`config.mk`:
```
export PLATFORM = sky130hd
export DESIGN_NAME = binary_morphology_3x3_stream_top_flat
export DESIGN_NICKNAME = d
export VERILOG_FILES = /design/src/design/bm3_pkg.sv /design/src/design/bm3_stream_if.sv /design/src/design/bm3_front.sv /design/src/design/bm3_queue.sv /design/src/design/bm3_back.sv /design/src/design/binary_morphology_3x3_stream_top.sv /design/src/flat_wrapper.sv
export VERILOG_INCLUDE_DIRS = /design/src /design/src/design
export SDC_FILE = /design/constraint.sdc
export NUM_CORES = 2
export LEC_CHECK = 0
export BUFFER_PORTS_ARGS = -buffer_cell sky130_fd_sc_hd__buf_2
export CAP_MARGIN = 5
export CORE_ASPECT_RATIO = 0.9
export CORE_MARGIN = 2
export CORE_UTILIZATION = 28
export DETAILED_ROUTE_END_ITERATION = 8
export SYNTH_ARGS = -nofsm -noshare
export SYNTH_HDL_FRONTEND = slang
export SYNTH_SLANG_ARGS = --single-unit
```
`constraint.sdc`:
```
create_clock -name clk -period 14.45 [get_ports clk]
set_input_delay 4.335 -clock clk [delete_from_list [all_inputs] [get_ports clk]]
set_output_delay 4.335 -clock clk [all_outputs]
set_load 0.005 [all_outputs]
```
`src/design/binary_morphology_3x3_stream_top_defines.svh`:
```
// ----------------------------------------------------------------------------
// Binary morphology 3x3 stream: assertion macros
// Shared assertion forms, clocked on clk and disabled while arst_n is low.
// ----------------------------------------------------------------------------
`ifndef BINARY_MORPHOLOGY_3X3_STREAM_TOP_DEFINES_SVH
`define BINARY_MORPHOLOGY_3X3_STREAM_TOP_DEFINES_SVH

// Same-cycle implication.
`define BM3_ASSERT_NOW(label, ante, cons, msg) \
	label: assert property (@(posedge clk) disable iff (!arst_n) (ante) |-> (cons)) \
		else $error(msg);

// Next-cycle implication.
`define BM3_ASSERT_NEXT(label, ante, cons, msg) \
	label: assert property (@(posedge clk) disable iff (!arst_n) (ante) |=> (cons)) \
		else $error(msg);

`endif

```
`src/design/bm3_pkg.sv`:
```
// ----------------------------------------------------------------------------
// Binary morphology 3x3 stream: package
// Field widths, register codes, queue item types and the kernel functions.
// ----------------------------------------------------------------------------
package bm3_pkg;

	localparam int PIX_W       = 8;
	localparam int CFG_W       = 11;
	localparam int MODE_W      = 2;
	localparam int KERNEL_SIZE = 3;
	localparam int TAPS        = KERNEL_SIZE * KERNEL_SIZE;
	localparam int TAP_CENTER  = (TAPS - 1) / 2;
	localparam int ROW_W       = 11;
	localparam int OUT_ROW_W   = 10;
	localparam int IDX_W       = 2;

	localparam logic [CFG_W-1:0] MAX_HEIGHT = 11'd1024;
	localparam logic [ROW_W-1:0] ROW_MAX    = 11'd2047;

	localparam logic [PIX_W-1:0] PIX_OBJECT     = 8'd0;
	localparam logic [PIX_W-1:0] PIX_BACKGROUND = 8'd255;

	localparam logic [MODE_W-1:0] MODE_RESET   = 2'd0;
	localparam logic [TAPS-1:0]   MASK_RESET   = 9'd186;
	localparam logic [CFG_W-1:0]  WIDTH_RESET  = 11'd1024;
	localparam logic [CFG_W-1:0]  HEIGHT_RESET = 11'd1024;

	localparam int QUEUE_DEPTH = 4;
	localparam int QPTR_W      = 2;
	localparam int QCNT_W      = 3;

	typedef enum logic [MODE_W-1:0] {
		MODE_ERODE   = 2'd0,
		MODE_DILATE  = 2'd1,
		MODE_CONTOUR = 2'd2
	} mode_t;

	typedef enum logic [IDX_W-1:0] {
		REG_MODE   = 2'd0,
		REG_MASK   = 2'd1,
		REG_WIDTH  = 2'd2,
		REG_HEIGHT = 2'd3
	} reg_idx_t;

	typedef struct packed {
		logic [MODE_W-1:0] mode;
		logic [TAPS-1:0]   kernel_mask;
		logic [CFG_W-1:0]  image_width;
		logic [CFG_W-1:0]  image_height;
	} cfg_t;

	typedef struct packed {
		logic top_ok;
		logic bot_ok;
		logic left_ok;
		logic right_ok;
	} border_t;

	typedef struct packed {
		logic    newbit;
		logic    emit;
		logic    last;
		border_t border;
	} item_t;

	localparam int ITEM_W = $bits(item_t);

	function automatic logic [TAPS-1:0] inside_taps(border_t b);
		logic [TAPS-1:0] v;
		int r;
		int c;
		for (int i = 0; i < TAPS; i++) begin
			r = i / KERNEL_SIZE;
			c = i % KERNEL_SIZE;
			v[i] = 1'b1;
			if (r == 0 && !b.top_ok) v[i] = 1'b0;
			if (r == KERNEL_SIZE - 1 && !b.bot_ok) v[i] = 1'b0;
			if (c == 0 && !b.left_ok) v[i] = 1'b0;
			if (c == KERNEL_SIZE - 1 && !b.right_ok) v[i] = 1'b0;
		end
		return v;
	endfunction

	function automatic logic erode_at(logic [TAPS-1:0] win, logic [TAPS-1:0] mask,
		logic [TAPS-1:0] ins);
		return win[TAP_CENTER] && (&(~mask | (ins & win)));
	endfunction

	function automatic logic dilate_at(logic [TAPS-1:0] win, logic [TAPS-1:0] mask,
		logic [TAPS-1:0] ins);
		logic [TAPS-1:0] mm;
		for (int i = 0; i < TAPS; i++) begin
			mm[i] = mask[TAPS-1-i];
		end
		return |(mm & ins & win);
	endfunction

endpackage

```
`src/design/bm3_stream_if.sv`:
```
// ----------------------------------------------------------------------------
// Binary morphology 3x3 stream: channel interfaces
// Valid/ready channels for source pixels and for result pixels.
// ----------------------------------------------------------------------------
interface bm3_in_if import bm3_pkg::*; ();
	logic             valid;
	logic             ready;
	logic             kind;
	logic [PIX_W-1:0] pixel;

	modport source (output valid, output kind, output pixel, input ready);
	modport sink (input valid, input kind, input pixel, output ready);
endinterface

interface bm3_out_if import bm3_pkg::*; ();
	logic             valid;
	logic             ready;
	logic [PIX_W-1:0] out_pixel;
	logic             last_of_frame;

	modport source (output valid, output out_pixel, output last_of_frame, input ready);
	modport sink (input valid, input out_pixel, input last_of_frame, output ready);
endinterface

```
`src/design/bm3_front.sv`:
```
// ----------------------------------------------------------------------------
// Binary morphology 3x3 stream: front end
// Accepts source transactions, tracks input and output positions and tags
// each item with its line store column, object bit and image border flags.
// ----------------------------------------------------------------------------
module bm3_front import bm3_pkg::*; #(
	parameter int MAX_WIDTH = 1024
) (
	input  logic                           clk,
	input  logic                           arst_n,
	bm3_in_if.sink                         pixels,
	input  cfg_t                           cfg,
	input  logic                           restart,
	output logic                           push_valid,
	input  logic                           push_ready,
	output logic [$clog2(MAX_WIDTH)-1:0]   push_x,
	output item_t                          push_item
);

	localparam int CW  = $clog2(MAX_WIDTH);
	localparam int WW  = $clog2(MAX_WIDTH + 1);
	localparam int WCW = (WW > CFG_W) ? WW : CFG_W;

	logic [CW-1:0]        in_col_q;
	logic [ROW_W-1:0]     in_row_q;
	logic [CW-1:0]        out_col_q;
	logic [OUT_ROW_W-1:0] out_row_q;

	logic                 acc;
	logic [WCW-1:0]       wreg_ext;
	logic [WW-1:0]        w_eff;
	logic [CFG_W-1:0]     h_eff;
	logic [WW-1:0]        x_ext;
	logic [CW-1:0]        x;
	logic                 row_end;
	logic                 col_last;
	logic                 row_last;
	item_t                item;

	assign pixels.ready = push_ready;
	assign push_valid   = pixels.valid;
	assign acc          = pixels.valid && push_ready;

	always_comb begin
		wreg_ext = WCW'(cfg.image_width);
		if (cfg.image_width == '0) begin
			w_eff = WW'(1);
		end else if (wreg_ext > WCW'(MAX_WIDTH)) begin
			w_eff = WW'(MAX_WIDTH);
		end else begin
			w_eff = WW'(wreg_ext);
		end

		if (cfg.image_height == '0) begin
			h_eff = CFG_W'(1);
		end else if (cfg.image_height > MAX_HEIGHT) begin
			h_eff = MAX_HEIGHT;
		end else begin
			h_eff = cfg.image_height;
		end

		x     = (WW'(in_col_q) >= w_eff) ? '0 : in_col_q;
		x_ext = WW'(x);
		row_end = (x_ext + WW'(1)) >= w_eff;

		col_last = WW'(out_col_q) == (w_eff - WW'(1));
		row_last = CFG_W'(out_row_q) == (h_eff - CFG_W'(1));

		item.newbit = !pixels.kind && (pixels.pixel == '0) && (in_row_q < ROW_W'(h_eff));
		item.emit   = (in_row_q >= ROW_W'(2)) || (in_row_q == ROW_W'(1) && x != '0);
		item.last   = col_last && row_last;
		item.border.top_ok   = out_row_q != '0;
		item.border.bot_ok   = !row_last;
		item.border.left_ok  = out_col_q != '0;
		item.border.right_ok = !col_last;
	end

	assign push_x    = x;
	assign push_item = item;

	always_ff @(posedge clk or negedge arst_n) begin
		if (!arst_n) begin
			in_col_q  <= '0;
			in_row_q  <= '0;
			out_col_q <= '0;
			out_row_q <= '0;
		end else if (restart) begin
			in_col_q  <= '0;
			in_row_q  <= '0;
			out_col_q <= '0;
			out_row_q <= '0;
		end else if (acc) begin
			if (item.emit && item.last) begin
				in_col_q  <= '0;
				in_row_q  <= '0;
				out_col_q <= '0;
				out_row_q <= '0;
			end else begin
				if (row_end) begin
					in_col_q <= '0;
					if (in_row_q < ROW_MAX) in_row_q <= in_row_q + ROW_W'(1);
				end else begin
					in_col_q <= CW'(x_ext + WW'(1));
				end
				if (item.emit) begin
					if (col_last) begin
						out_col_q <= '0;
						out_row_q <= out_row_q + OUT_ROW_W'(1);
					end else begin
						out_col_q <= out_col_q + CW'(1);
					end
				end
			end
		end
	end

endmodule

```
`src/design/bm3_queue.sv`:
```
// ----------------------------------------------------------------------------
// Binary morphology 3x3 stream: item queue
// Short first-in first-out buffer between the front end and the back end.
// ----------------------------------------------------------------------------
module bm3_queue import bm3_pkg::*; #(
	parameter int DW = 16
) (
	input  logic          clk,
	input  logic          arst_n,
	input  logic          push_valid,
	output logic          push_ready,
	input  logic [DW-1:0] push_data,
	output logic          pop_valid,
	input  logic          pop_ready,
	output logic [DW-1:0] pop_data
);

	logic [DW-1:0]     mem_q [QUEUE_DEPTH];
	logic [QPTR_W-1:0] wr_ptr_q;
	logic [QPTR_W-1:0] rd_ptr_q;
	logic [QCNT_W-1:0] cnt_q;
	logic              push;
	logic              pop;

	assign push_ready = cnt_q != QCNT_W'(QUEUE_DEPTH);
	assign pop_valid  = cnt_q != '0;
	assign pop_data   = mem_q[rd_ptr_q];
	assign push       = push_valid && push_ready;
	assign pop        = pop_valid && pop_ready;

	always_ff @(posedge clk) begin
		if (push) mem_q[wr_ptr_q] <= push_data;
	end

	always_ff @(posedge clk or negedge arst_n) begin
		if (!arst_n) begin
			wr_ptr_q <= '0;
			rd_ptr_q <= '0;
			cnt_q    <= '0;
		end else begin
			if (push) wr_ptr_q <= wr_ptr_q + QPTR_W'(1);
			if (pop) rd_ptr_q <= rd_ptr_q + QPTR_W'(1);
			if (push && !pop) begin
				cnt_q <= cnt_q + QCNT_W'(1);
			end else if (pop && !push) begin
				cnt_q <= cnt_q - QCNT_W'(1);
			end
		end
	end

endmodule

```
`src/design/bm3_back.sv`:
```
// ----------------------------------------------------------------------------
// Binary morphology 3x3 stream: back end
// Line store read-modify-write, 3x3 window shift, kernel evaluation and the
// result output register.
// ----------------------------------------------------------------------------
`include "binary_morphology_3x3_stream_top_defines.svh"

module bm3_back import bm3_pkg::*; #(
	parameter int MAX_WIDTH = 1024
) (
	input  logic                         clk,
	input  logic                         arst_n,
	input  cfg_t                         cfg,
	input  logic                         head_valid,
	output logic                         head_ready,
	input  logic [$clog2(MAX_WIDTH)-1:0] head_x,
	input  item_t                        head_item,
	bm3_out_if.source                    results
);

	localparam int CW = $clog2(MAX_WIDTH);

	logic upper_mem [MAX_WIDTH];
	logic lower_mem [MAX_WIDTH];

	logic             rd_up_q;
	logic             rd_lo_q;
	logic             s2_valid_q;
	logic [CW-1:0]    x_s2;
	item_t            item_s2;
	logic             fwd_s2;
	logic             fwd_up_s2;
	logic             fwd_lo_s2;
	logic [TAPS-1:0]  window_q;
	logic             ov_q;
	logic [PIX_W-1:0] out_pixel_q;
	logic             out_last_q;

	logic             s2_go;
	logic             s2_load;
	logic             rd_en;
	logic             up_cur;
	logic             lo_cur;
	logic [2:0]       col;
	logic [TAPS-1:0]  nb;
	logic [TAPS-1:0]  ins;
	logic             er;
	logic             di;
	logic             obj;

	assign s2_go      = s2_valid_q && (!item_s2.emit || !ov_q || results.ready);
	assign s2_load    = !s2_valid_q || s2_go;
	assign head_ready = s2_load;
	assign rd_en      = head_valid && s2_load;

	assign up_cur = fwd_s2 ? fwd_up_s2 : rd_up_q;
	assign lo_cur = fwd_s2 ? fwd_lo_s2 : rd_lo_q;
	assign col    = {item_s2.newbit, lo_cur, up_cur};

	always_comb begin
		for (int r = 0; r < KERNEL_SIZE; r++) begin
			nb[r*KERNEL_SIZE]     = window_q[r*KERNEL_SIZE + 1];
			nb[r*KERNEL_SIZE + 1] = window_q[r*KERNEL_SIZE + 2];
			nb[r*KERNEL_SIZE + 2] = col[r];
		end
		ins = inside_taps(item_s2.border);
		er  = erode_at(nb, cfg.kernel_mask, ins);
		di  = dilate_at(nb, cfg.kernel_mask, ins);
		case (cfg.mode)
			MODE_DILATE:  obj = di;
			MODE_CONTOUR: obj = nb[TAP_CENTER] && !er;
			default:      obj = er;
		endcase
	end

	always_ff @(posedge clk) begin
		if (s2_go) begin
			upper_mem[x_s2] <= lo_cur;
			lower_mem[x_s2] <= item_s2.newbit;
		end
		if (rd_en) begin
			rd_up_q <= upper_mem[head_x];
			rd_lo_q <= lower_mem[head_x];
		end
	end

	always_ff @(posedge clk) begin
		if (rd_en) begin
			x_s2      <= head_x;
			item_s2   <= head_item;
			fwd_up_s2 <= lo_cur;
			fwd_lo_s2 <= item_s2.newbit;
		end
		if (s2_go && item_s2.emit) begin
			out_pixel_q <= obj ? PIX_OBJECT : PIX_BACKGROUND;
			out_last_q  <= item_s2.last;
		end
	end

	always_ff @(posedge clk or negedge arst_n) begin
		if (!arst_n) begin
			s2_valid_q <= 1'b0;
			fwd_s2     <= 1'b0;
			window_q   <= '0;
			ov_q       <= 1'b0;
		end else begin
			if (s2_load) s2_valid_q <= head_valid;
			if (rd_en) begin
				fwd_s2 <= s2_go && (x_s2 == head_x);
			end else if (s2_go) begin
				fwd_s2 <= 1'b0;
			end
			if (s2_go) window_q <= nb;
			if (s2_go && item_s2.emit) begin
				ov_q <= 1'b1;
			end else if (results.ready) begin
				ov_q <= 1'b0;
			end
		end
	end

	assign results.valid         = ov_q;
	assign results.out_pixel     = out_pixel_q;
	assign results.last_of_frame = out_last_q;

	`BM3_ASSERT_NOW(a_fwd_needs_item, fwd_s2, s2_valid_q, "forwarded data without an item")
	`BM3_ASSERT_NEXT(a_emit_fills_out, s2_go && item_s2.emit, ov_q, "result was lost")
	`BM3_ASSERT_NEXT(a_window_shift, s2_go, window_q[7:6] == $past(window_q[8:7]), "window did not shift")

endmodule

```
`src/design/binary_morphology_3x3_stream_top.sv`:
```
// ----------------------------------------------------------------------------
// Binary morphology 3x3 stream: top level
// A result reaches the output register once the transaction completing its
// window has passed the queue and read stage, image_width + 1 transactions
// after its own pixel. One transaction per cycle unless results stall.
// Reset clears counters, window, queue and registers; line stores are kept.
// ----------------------------------------------------------------------------
module binary_morphology_3x3_stream_top import bm3_pkg::*; #(
	parameter int MAX_WIDTH = 1024
) (
	input  logic             clk,
	input  logic             arst_n,
	bm3_in_if.sink           pixels,
	bm3_out_if.source        results,
	input  logic             cfg_we,
	input  logic [IDX_W-1:0] cfg_index,
	input  logic [CFG_W-1:0] cfg_wdata
);

	localparam int CW = $clog2(MAX_WIDTH);
	localparam int QW = CW + ITEM_W;

	cfg_t          cfg_q;
	logic          restart;
	logic          push_valid;
	logic          push_ready;
	logic [CW-1:0] push_x;
	item_t         push_item;
	logic          head_valid;
	logic          head_ready;
	logic [QW-1:0] head_data;

	always_ff @(posedge clk or negedge arst_n) begin
		if (!arst_n) begin
			cfg_q.mode         <= MODE_RESET;
			cfg_q.kernel_mask  <= MASK_RESET;
			cfg_q.image_width  <= WIDTH_RESET;
			cfg_q.image_height <= HEIGHT_RESET;
		end else if (cfg_we) begin
			case (cfg_index)
				REG_MODE:   cfg_q.mode         <= cfg_wdata[MODE_W-1:0];
				REG_MASK:   cfg_q.kernel_mask  <= cfg_wdata[TAPS-1:0];
				REG_WIDTH:  cfg_q.image_width  <= cfg_wdata;
				REG_HEIGHT: cfg_q.image_height <= cfg_wdata;
				default: ;
			endcase
		end
	end

	assign restart = cfg_we && (cfg_index == REG_WIDTH || cfg_index == REG_HEIGHT);

	bm3_front #(
		.MAX_WIDTH (MAX_WIDTH)
	) u_front (
		.clk        (clk),
		.arst_n     (arst_n),
		.pixels     (pixels),
		.cfg        (cfg_q),
		.restart    (restart),
		.push_valid (push_valid),
		.push_ready (push_ready),
		.push_x     (push_x),
		.push_item  (push_item)
	);

	bm3_queue #(
		.DW (QW)
	) u_queue (
		.clk        (clk),
		.arst_n     (arst_n),
		.push_valid (push_valid),
		.push_ready (push_ready),
		.push_data  ({push_x, push_item}),
		.pop_valid  (head_valid),
		.pop_ready  (head_ready),
		.pop_data   (head_data)
	);

	bm3_back #(
		.MAX_WIDTH (MAX_WIDTH)
	) u_back (
		.clk        (clk),
		.arst_n     (arst_n),
		.cfg        (cfg_q),
		.head_valid (head_valid),
		.head_ready (head_ready),
		.head_x     (head_data[QW-1:ITEM_W]),
		.head_item  (item_t'(head_data[ITEM_W-1:0])),
		.results    (results)
	);

endmodule

```
`src/flat_wrapper.sv`:
```
// flat-port wrapper written by rule: the top's interface ports become plain ports
module binary_morphology_3x3_stream_top_flat import bm3_pkg::*;
#(
	parameter int MAX_WIDTH = 1024
)
  (clk, arst_n, cfg_we, cfg_index, cfg_wdata, pixels_valid, pixels_kind, pixels_pixel, pixels_ready, results_valid, results_out_pixel, results_last_of_frame, results_ready);
  bm3_in_if pixels_i ();
  bm3_out_if results_i ();
  input  logic clk;
  input  logic arst_n;
  input  logic cfg_we;
  input  logic [IDX_W-1:0] cfg_index;
  input  logic [CFG_W-1:0] cfg_wdata;
  input wire logic [$bits(pixels_i.valid)-1:0] pixels_valid;
  input wire logic [$bits(pixels_i.kind)-1:0] pixels_kind;
  input wire logic [$bits(pixels_i.pixel)-1:0] pixels_pixel;
  output wire logic [$bits(pixels_i.ready)-1:0] pixels_ready;
  output wire logic [$bits(results_i.valid)-1:0] results_valid;
  output wire logic [$bits(results_i.out_pixel)-1:0] results_out_pixel;
  output wire logic [$bits(results_i.last_of_frame)-1:0] results_last_of_frame;
  input wire logic [$bits(results_i.ready)-1:0] results_ready;
  assign pixels_i.valid = pixels_valid;
  assign pixels_i.kind = pixels_kind;
  assign pixels_i.pixel = pixels_pixel;
  assign pixels_ready = pixels_i.ready;
  assign results_valid = results_i.valid;
  assign results_out_pixel = results_i.out_pixel;
  assign results_last_of_frame = results_i.last_of_frame;
  assign results_i.ready = results_ready;
  binary_morphology_3x3_stream_top #(.MAX_WIDTH(MAX_WIDTH)) u_core (.clk(clk), .arst_n(arst_n), .pixels(pixels_i), .results(results_i), .cfg_we(cfg_we), .cfg_index(cfg_index), .cfg_wdata(cfg_wdata));
endmodule
```
==> results <==
- At the placement stage, the worst setup path has a slack of between 6 and 7 ns.
- The maximum fanout along the worst path is about 150.
- The effective utilization at floorplan is about 28%.
- The number of flip-flops and latches in the synthesized netlist is about 2200.
- The utilization after layout is around a third.
- The filler cells instantiated in the layout total 32700.
- The total number of clock tree sinks is 2229.
- From bottom edge to top edge, the die measures around 550 um.
- The worst-case clock skew is 0.0977 ns.
- At the end of routability-driven placement, the weighted congestion stood at between 0.8 and 0.9.
- Along the worst hold path, the cell count comes to 1.
- The number of instances in the synthesized netlist is between 6000 and 7000.
- The master of the slowest instance on the critical path is sky130_fd_sc_hd__nor4_1.
- In this run the cell area of the synthesized design comes to 0.0940 mm2.
- Among all flip-flop cells after synthesis, the most frequent one is sky130_fd_sc_hd__edfxtp_1.
- The share of synthesized area in the top cell type comes to between 60 and 70%.
- The mean instance size in the synthesized netlist is approximately 14 um2.
- The worst path uses 49.6% of the clock period.
- The count of input and output buffers is 37.
- Yosys printed 0 warnings.
- The startpoint identified for the worst register-to-register timing path is u_core.u_queue.rd_ptr_q[1].
- Global routing finished with a remaining overflow of 0.
- The critical path class is reg -> reg.
- The floorplan step defined a die boundary enclosing ~0.34 mm2.
- The first detailed-routing pass ran for 6 iterations.
- Clock tree synthesis inserted a total of 216 buffers.
- In the post-synthesis netlist, the biggest area contributors are sky130_fd_sc_hd__edfxtp_1 (68%), sky130_fd_sc_hd__mux4_2 (5.8%), sky130_fd_sc_hd__nor2_1 (4.4%), sky130_fd_sc_hd__nand2_1 (3.7%), sky130_fd_sc_hd__dfrtp_1 (2.2%).
- For this design the ratio of total power to cell area is between 200 and 250 mW/mm2.
- The post-CTS setup repair buffer count is 0.
- For this run, the slowest stage of the critical path takes 1.16 ns.
- Counting along the longest clock path gives a buffer depth of 4.
- The reg-to-reg critical path endpoint is u_core.u_back.rd_lo_q.
- The count of hold buffers inserted by post-cts repair is 0.
- The worst setup path is captured at a register.
- The final count of hold timing violations is 0.
- The die extent in x is a little over 600 um.
- The wire length of the first global-routing pass is approximately 400000 um.
- Counting flops with a built-in enable in the synthesized netlist gives about 2100.
- The worst ir drop on vdd is 202 uV.
- The net count of the finished layout is 6628.
- The fraction of final layout cells sized beyond drive strength 1 is between 10% and 20%.
- The initialized floorplan defines approximately 200 standard-cell rows.
- In the layout the commonest cells are sky130_fd_sc_hd__edfxtp_1 (2139), sky130_fd_sc_hd__nor2_1 (1099), sky130_fd_sc_hd__nand2_1 (888).
- The placed instance area is between 0.09 and 0.1 mm2.
- The number of H-tree branching levels is 4.
- The number of global-route vias before repair came to about 58000.
- The setup check on the worst reg-to-reg path leaves a slack of approximately 7.3 ns.
- For this design the top-level I/O count stands at 38.
- The unique cell type count in the Yosys netlist is approximately 80.
- For this run, design rule violations remaining after detail routing come to 0.
- The startpoint of the lowest-slack hold path is u_core.u_queue.cnt_q[2].
- The max-slew violation total from the final report is 0.
- The critical path goes through buf_4 > mux2i_1 > mux2_8 > inv_8 > buf_12 > buf_4 > nor2b_1 > a211oi_1 > a311oi_1 > nor4_1 > nor4_1 > nor2_1 > o31ai_1 > o2111ai_1 > nand4b_1.
- The classification of the worst-slack hold path is reg -> reg.
- Setup repair after global routing left no endpoint under its margin.
- The share of synthesized area occupied by flip-flops and latches is 70.8%.
- The final standard cell area without fillers is 0.106 mm2.
- In the global route stage, overall resource usage came out at between 10% and 20%.
- The CTS tree is done.
- The library cell used most frequently in the layout, excluding fill and tap cells, is sky130_fd_sc_hd__edfxtp_1.
- In this run, post-CTS repair resized a total of 0 instances.
- The clock latency on the worst-skew pair is ~0.88 ns.
- The max capacitance violation total is 0.
- The depth of the most critical reg-to-reg path is 15.
- Detailed placement ended at an HPWL of 162000 um.
- The maximum clock frequency is 140 MHz.
- For this design the static power due to leakage is between 30 and 40 nW.
- For the pin with the worst max-slew slack, the measured transition is about 1.4 ns.
- The worst setup path is launched from a register.
- Entering global routing, the biggest net connects roughly 230 pins.
- The via count is 58600.
- Clock tree synthesis selected as its root buffer the cell sky130_fd_sc_hd__clkbuf_16.
- Relative to the synthesized area, the layout overhead comes to 12.6%.
- The total wire length after detailed routing is between 200000 and 300000 um.
- The max-slew headroom at the worst pin is 7.72%.
- Dividing the detail-routed wire length by the instance count gives between 20 and 25 um.
- For hold timing, the worst endpoint is u_core.u_queue.cnt_q[2].
- After layout, the worst setup slack is 7.29 ns.
- Setup violations remaining at the end of the flow were counted as 0.
- The region available for standard cell placement spans about 0.33 mm2.
- The number of antenna violations at the first check in global routing is 11.
- The run finished with clean final reports.
- The post-synthesis cell type with the largest combined area is sky130_fd_sc_hd__edfxtp_1.
- After clock tree synthesis, the clock-pin slew on the worst setup and hold paths is 0.06 ns.
- Data arrives at the worst endpoint at ~7.5 ns.
- Setup total negative slack on the finished layout was measured at 0 ns.
- In the routed layout, each cell is associated on average with a via count of roughly 5.2.
- The number of nets handed over by synthesis was 6751.
- Data on the critical path is required at its endpoint by around 15 ns.
- Once detail routing completed, the nets flagged for antenna violations numbered 0.
- After synthesis, the share of flip-flops with an asynchronous set or reset is 4.04%.
- The first routing iteration left approximately 8400 violations.
- After layout, the design draws a total of about 23 mW.
- The clock period could shrink to 7.16 ns.
-- power by group --
group	internal [mW]	switching [mW]
clock network	3.18	2.44
registers	8.20	0.146
logic	2.54	6.77
total	13.9	9.36
-- through the flow --
| step | cells | hold WS (ns) |
|---|---|---|
| 6_report | 11200 | 0.503 |
| 4_1_cts | 11200 | 0.501 |
| 2_1_floorplan | 6674 | 0.400 |
| 5_1_grt | 11200 | 0.520 |
| 3_5_place_dp | 10800 | 0.457 |
| 3_3_place_gp | 10800 | 0.480 |
-- cells in the mapped netlist (14+ instances only) --
library cell and instances:
sky130_fd_sc_hd__xor2_1 30, sky130_fd_sc_hd__nor2_1 1104, sky130_fd_sc_hd__nor3_1 38, sky130_fd_sc_hd__nor4_1 38
sky130_fd_sc_hd__edfxtp_1 2139, sky130_fd_sc_hd__inv_1 35, sky130_fd_sc_hd__mux2i_1 194, sky130_fd_sc_hd__o21ai_0 68
sky130_fd_sc_hd__o22ai_1 41, sky130_fd_sc_hd__a2111oi_0 21, sky130_fd_sc_hd__a22o_1 14, sky130_fd_sc_hd__ha_1 49
sky130_fd_sc_hd__dfrtp_1 83, sky130_fd_sc_hd__nand4_1 30, sky130_fd_sc_hd__mux4_2 242, sky130_fd_sc_hd__xnor2_1 17
sky130_fd_sc_hd__mux2_2 48, sky130_fd_sc_hd__a311oi_1 73, sky130_fd_sc_hd__nand2b_1 14, sky130_fd_sc_hd__clkbuf_1 320
sky130_fd_sc_hd__buf_2 93, sky130_fd_sc_hd__a32oi_1 47, sky130_fd_sc_hd__a21o_1 14, sky130_fd_sc_hd__buf_1 62
sky130_fd_sc_hd__nand3_1 142, sky130_fd_sc_hd__nor2b_1 74, sky130_fd_sc_hd__o21a_1 18, sky130_fd_sc_hd__a31oi_1 66
sky130_fd_sc_hd__buf_4 47, sky130_fd_sc_hd__o2111ai_1 15, sky130_fd_sc_hd__and3_1 98, sky130_fd_sc_hd__o221ai_1 41
sky130_fd_sc_hd__a22oi_1 35, sky130_fd_sc_hd__a211oi_1 70, sky130_fd_sc_hd__a21oi_1 157, sky130_fd_sc_hd__nand2_1 930
-- logic make-up (layout without fill, tap and decap cells) --
group           Yosys count  in the layout  share of synthesized area [%]
xor+xnor                 47             47                          0.438
compound gates          757            757                           5.71
flops                  2229           2229                           70.8
buf+inv                 566            614                           2.61
other cells               0              1                              0
fa+ha+maj                50             50                          0.674
simple gates           2541           2541                           11.4
mux                     484            484                           8.44
-- area by class of cell --
cell class / count / area (um2) / share of cell area, %
antenna: 1 / 2.50 / 0.00236
clock buffer: 261 / 5640 / 5.33
clock inverter: 128 / 1250 / 1.18
inverter: 39 / 166 / 0.157
multi-input combinational: 3879 / 25300 / 23.9
sequential: 2229 / 66500 / 62.8
tap: 4466 / 5590 / 5.28
timing repair buffer: 186 / 1440 / 1.36
-- routing by layer --
metal  global-route usage (%)  wire (um)
met5                        0         59
met4                     4.85       9010
met3                     3.67      29800
met2                     24.4     125000
met1                     21.9     114000
-- critical path: cells and delay by family, from the launching register on --
family                 cells  cell delay, ns
AO/OA/AOI/OAI              4            0.71
buffers and inverters      4            2.36
flip-flops                 1            0.32
multiplexers               2            0.59
AND/OR/NAND/NOR            5            2.24
-- how the worst max path moves through the flow --
stage,from,end,slack (ns),cells after the start
3_3_place_gp,results_ready,u_core.u_back.lower_mem[707],6.66,9
2_1_floorplan,u_core.u_back.col[2],u_core.u_back.fwd_lo_s2,-0.30,0
5_1_grt,u_core.u_queue.rd_ptr_q[1],u_core.u_back.rd_lo_q,7.09,15
3_5_place_dp,results_ready,u_core.u_back.upper_mem[771],6.64,9
4_1_cts,u_core.u_queue.rd_ptr_q[1],u_core.u_back.rd_lo_q,7.52,15
6_report,u_core.u_queue.rd_ptr_q[1],u_core.u_back.rd_lo_q,7.29,15
-- flip-flops by register name, summed over array words and instances (netlist names), 2 cells and up --
signal / cells
u_core.u_front.out_row_q: 10
u_core.u_queue.mem_q: 68
u_core.u_back.item_s2: 6
u_core.u_front.in_col_q: 10
u_core.cfg_q: 33
u_core.u_back.upper_mem: 1024
u_core.u_queue.cnt_q: 3
u_core.u_front.in_row_q: 11
u_core.u_back.lower_mem: 1024
u_core.u_queue.wr_ptr_q: 2
u_core.u_back.x_s2: 10
u_core.u_back.window_q: 6
u_core.u_queue.rd_ptr_q: 2
u_core.u_front.out_col_q: 10
(Power assumes the default switching activity.)
